`src/rtl/lzwc_pkg.sv`:
```
`timescale 1ns / 1ps
// ----------------------------------------------------------------------------
// lzwc_pkg
// Shared constants, register indexes, FSM states and control structs.
// ----------------------------------------------------------------------------
package lzwc_pkg;

  localparam int WINDOW_SIZE    = 4096;
  localparam int LOOKAHEAD_SIZE = 16;

  localparam int BYTE_W  = 8;
  localparam int MM_W    = 5;
  localparam int CODE_W  = 4;
  localparam int PAY_W   = 12;
  localparam int CFG_IW  = 1;
  localparam int CFG_DW  = 8;

  localparam logic [BYTE_W-1:0] FILL_RESET = 8'd32;
  localparam logic [MM_W-1:0]   MM_RESET   = 5'd2;
  localparam logic [MM_W-1:0]   MM_FLOOR   = 5'd2;

  localparam logic [CFG_IW-1:0] REG_WINDOW_FILL = 1'd0;
  localparam logic [CFG_IW-1:0] REG_MIN_MATCH   = 1'd1;

  typedef enum logic [2:0] {
    ST_IDLE,
    ST_RD,
    ST_CMP,
    ST_DECIDE,
    ST_COPY,
    ST_EMIT
  } state_t;

  typedef struct packed {
    logic accept;
    logic cmp;
    logic decide;
    logic copy;
    logic emit;
  } cmd_t;

  typedef struct packed {
    logic tok_needed;
    logic search_done;
    logic copy_last;
    logic out_free;
    logic more;
  } sts_t;

endpackage

```
`src/rtl/lzwc_ctrl.sv`:
```
`timescale 1ns / 1ps
// ----------------------------------------------------------------------------
// lzwc_ctrl
// Sequencer: accept, window search, token decision, window copy, emit.
// ----------------------------------------------------------------------------
module lzwc_ctrl (
  input  logic            clk,
  input  logic            rst,
  input  logic            in_valid,
  output logic            in_ready,
  input  lzwc_pkg::sts_t  sts,
  output lzwc_pkg::cmd_t  cmd
);

  lzwc_pkg::state_t state, state_next;

  always_ff @(posedge clk) begin
    if (rst) begin
      state <= lzwc_pkg::ST_IDLE;
    end else begin
      state <= state_next;
    end
  end

  always_comb begin
    state_next = state;
    cmd        = '0;
    in_ready   = 1'b0;
    unique case (state)
      lzwc_pkg::ST_IDLE: begin
        in_ready = 1'b1;
        if (in_valid) begin
          cmd.accept = 1'b1;
          if (sts.tok_needed) state_next = lzwc_pkg::ST_RD;
        end
      end
      lzwc_pkg::ST_RD: begin
        state_next = lzwc_pkg::ST_CMP;
      end
      lzwc_pkg::ST_CMP: begin
        cmd.cmp    = 1'b1;
        state_next = sts.search_done ? lzwc_pkg::ST_DECIDE : lzwc_pkg::ST_RD;
      end
      lzwc_pkg::ST_DECIDE: begin
        cmd.decide = 1'b1;
        state_next = lzwc_pkg::ST_COPY;
      end
      lzwc_pkg::ST_COPY: begin
        cmd.copy = 1'b1;
        if (sts.copy_last) state_next = lzwc_pkg::ST_EMIT;
      end
      lzwc_pkg::ST_EMIT: begin
        if (sts.out_free) begin
          cmd.emit   = 1'b1;
          state_next = sts.more ? lzwc_pkg::ST_RD : lzwc_pkg::ST_IDLE;
        end
      end
      default: state_next = lzwc_pkg::ST_IDLE;
    endcase
  end

endmodule

```
`config.mk`:
```
export PLATFORM = sky130hd
export DESIGN_NAME = lzwc_ctrl
export DESIGN_NICKNAME = d
export VERILOG_FILES = /design/src/rtl/lzwc_pkg.sv /design/src/rtl/lzwc_ctrl.sv
export SDC_FILE = /design/constraint.sdc
export NUM_CORES = 1
export LEC_CHECK = 0
export BUFFER_PORTS_ARGS = -buffer_cell sky130_fd_sc_hd__buf_2
export CELL_PAD_IN_SITES_DETAIL_PLACEMENT = 0
export CELL_PAD_IN_SITES_GLOBAL_PLACEMENT = 2
export CORE_AREA = 3 3 40 42
export DETAILED_ROUTE_END_ITERATION = 8
export DIE_AREA = 0 0 43 45
export GPL_ROUTABILITY_DRIVEN = 0
export PLACE_DENSITY_LB_ADDON = 0.1
export SLEW_MARGIN = 10
export SYNTH_ARGS = -nofsm -noshare
export SYNTH_HDL_FRONTEND = slang
export SYNTH_SLANG_ARGS = --single-unit
```
`constraint.sdc`:
```
create_clock -name clk -period 2.7 [get_ports clk]
set_input_delay 0.405 -clock clk [delete_from_list [all_inputs] [get_ports clk]]
set_output_delay 0.405 -clock clk [all_outputs]
set_load 0.005 [all_outputs]
```
### Word level (Yosys, flattened, before mapping)

Index checks and enable logic that the tools add are counted.

| storage, ports and cells | value |
|---|---|
| output and inout bits | 6 |
| word-level logic and storage cells | 27 |
| register bits | 3 |
| input port bits | 8 |

| operators by class | value |
|---|---|
| equality and inequality tests | 9 |
| muxes and demuxes | 15 |
| reduce and logical (&&, ||, !) cells | 2 |

Operators by type and width:

| kind | count |
|---|---|
| $pmux 3 s6 | 1 |
| $mux 3 | 4 |
| $mux 1 | 9 |
| $ne 2x2->1 const B | 4 |
| $eq 3x2->1 const B | 2 |
| $eq 3x3->1 const B | 2 |
| $reduce_and 4->1 | 1 |
| $eq 3x1->1 const B | 1 |
| $logic_not 3->1 | 1 |
| $mux 2 | 1 |

### Longest topological paths before layout

| depth | value |
|---|---|
| depth after elaboration | 3 |
| mapped depth | 4 |
| gate-level depth less buffers | 3 |

### Worst setup path after synthesis

No wires, ideal clock.

| timing path | value |
|---|---|
| path kind | flip-flop to output port |
| start | register state[2] |
| end | output cmd[4] (netlist bit) |
| buffers on the path | 1 |
| cell stages (with the launch flop) | 4 |
| arrival time | 816 ps |
| data required time | 2295 ps |
| setup slack | 1479 ps |
| cell sequence | dfxtp_1 -> buf_6 -> nor3_1 -> and2_1 |

RTL lines:

| what | line | text |
|---|---|---|
| start, declared | lzwc_ctrl.sv:15 | `lzwc_pkg::state_t state, state_next;` |
| start signal, assigned | lzwc_ctrl.sv:19 | `state <= lzwc_pkg::ST_IDLE;` |
| start signal, assigned | lzwc_ctrl.sv:21 | `state <= state_next;` |
| end, declared | lzwc_ctrl.sv:12 | `output lzwc_pkg::cmd_t cmd` |

==> results by group <==
Status
  – Status: finished, final reports clean

Global route
  – Global-route wire length before repair: 931 um
  – GR Overflow Total: 0
  – GR Util All Layers: 0.06489
  – Largest net degree at the start of global routing: 11
  – Initial antenna violation count: 0
  – Number of global-route vias before repair: 235

Worst setup path
  – Required @ worst endpoint: around 2.3 ns
  – Critical R2R Launch: state[2]$_SDFFE_PP0P_
  – Crit path launch type: flip-flop
  – CP arrival: approximately 1.1 ns
  – Max incr delay on CP: 0.49 ns
  – CP cell instances: and3b_2, buf_2
  – CP max stage cell: dfxtp_1
  – Max Fanout on Critical Path: 10
  – WS Path Type: flip-flop to primary output
  – CP bufs+invs: 1
  – Cell family with most CP delay: flip-flops
  – CP Launch Point: state[2]$_SDFFE_PP0P_
  – Worst setup EP type: primary output

Clocking
  – CTS sink cnt: 3
  – Reg clk slew, reported paths: about 0.030 ns
  – Post_cts resized: 0
  – Cts bufs inserted: 3
  – CTS tree: yes
  – Clock buffer depth: 2
  – CTS root buf: clkbuf_4
  – CTS Hold Bufs: 0
  – # Post-CTS Setup Buffers: 0
  – Worst-Skew Late Latency: approximately 0.23 ns
  – H-tree Lvls: 1

Routing
  – Via density: approximately 3.9
  – Post-Route WL: between 500 and 600 um
  – WL per Instance: around 10 um
  – DRT iter0 DRCs: 2
  – Via Count: about 210
  – ANT nets after route: 0
  – Initial DRT Pass Iterations: 2
  – Drc violations: 0

Power
  – Tot Pwr: roughly 0.16 mW
  – Static leakage: approximately 0.14 nW
  – Power per cell area: roughly 570 mW/mm2
  – Highest ir drop seen on vdd: 0.00009069 V

Finish
  – Final core occ: 0.2230
  – Max FFs per register: 3
  – Diode count: 0
  – Area Growth Syn to Fin: 48.70%
  – Nets: 48
  – Layout cell share with drive strength beyond 1: 0.4359
  – Regs by FF count: state x3
  – Biggest register: state
  – Layout fillers: 155
  – Final Cell Area: 286.5 um2

STA
  – Min Hold Slack: 0.3754 ns
  – Slew @ Worst Pin: approximately 0.39 ns
  – Fin. Hold Viols: 0
  – Clock Skews: 0.0005373 ns
  – RSZ-0062 raised after global routing: false
  – Tcrit/Tclk final: 0.5555
  – Worst rel slew slack: 0.7348
  – Crit path time final: 1.500 ns
  – Max-slew violations: 0
  – FMAX: 666.7 MHz
  – TNS Setup: 0 ns
  – Final setup violation count: 0

Synthesis
  – Unique cell type count in the Yosys netlist: 16
  – Synth top area cells: dfxtp_1, and3b_1, nor3_1, buf_6, nor2_1
  – Main flop type after synthesis: dfxtp_1
  – Largest area contributor in the netlist: dfxtp_1
  – Synth cell count leaders: dfxtp_1, nor2_1, nor3_1
  – Synthesized cell area: around 190 um2
  – Post-synthesis register bit count: 3
  – Register area share after synthesis: 0.3117
  – Avg Cell Area, Syn: 8.029 um2
  – Syn. warnings: 0
  – Asr flop ratio synth: 0
  – Top cell type's share of synthesized area: 0.3117
  – Post-synth net total: 32
  – Cells after synthesis: 24
  – Number of flops mapped to enable cells by yosys: 0

Floorplanning
  – Initial Utilization: 0.1500
  – Die ar.: 0.001935 mm2
  – Row cnt: 13
  – Die height: approximately 45 um
  – Die width: between 40 and 50 um
  – IO Pins: 14
  – Core Region: roughly 0.0013 mm2

Job
  – Max Cap Violations: 0

Worst hold path
  – Hold_sp: rst
  – Worst Hold Class: input pin to flip-flop

Place
  – PortBufs: 13
  – Placed instance area: roughly 260 um2
power breakdown:
group          internal, mW  switching [mW]
logic                0.0174          0.0131
clock network        0.0552          0.0208
registers            0.0485         0.00728
total                 0.121          0.0411
worst paths after layout:
path	to	cells past startpoint	slack (ns)
min reg2reg	state[0]$_SDFFE_PP0P_	1	0.56
min	state[2]$_SDFFE_PP0P_	2	0.38
max reg2reg	state[0]$_SDFFE_PP0P_	3	1.37
max	cmd[2]	2	1.20
layout make-up:
cell class,count,area (um2),share of cell area
clock buffers,4,26.28,0.09170
inverters,1,3.754,0.01310
multi-input cells,18,112.6,0.3930
flip-flops and latches,3,60.06,0.2096
well taps,15,18.77,0.06550
repair buffers,13,65.06,0.2271
layer usage:
layer  vias up  track usage  share of wire
li1        115            -              -
met1        87      0.07933           0.45
met2        11      0.09581           0.45
met3         0     0.003984           0.10
met4         0      0.07229              0
met5         -            0              0
cells in the final DEF (no fill, tap or decap), drive strengths merged:
cell type and count:
nor2 3, and2 1, a2111oi 2, and3b 3, inv 1, a21oi 1, nor3 3, dfxtp 3
or2b 1, a21boi 1, buf 13, nand2 2, clkbuf 4, a31oi 1
through the flow:
stage	instances	setup slack (ns)
3_5_place_dp	50	1.362
6_report	54	1.200
4_1_cts	54	1.184
2_1_floorplan	24	1.479
5_1_grt	54	1.111
3_3_place_gp	50	1.421
cell families (layout without fill, tap and decap cells):
group / after synthesis / after routing / synth area share
buffers and inverters: 3 / 18 / 0.1038
AOI/OAI and AO/OA: 5 / 5 / 0.1948
DFF: 3 / 3 / 0.3117
and+or+nand+nor: 13 / 13 / 0.3897
Note: power is estimated with default switching activity, not from simulation.
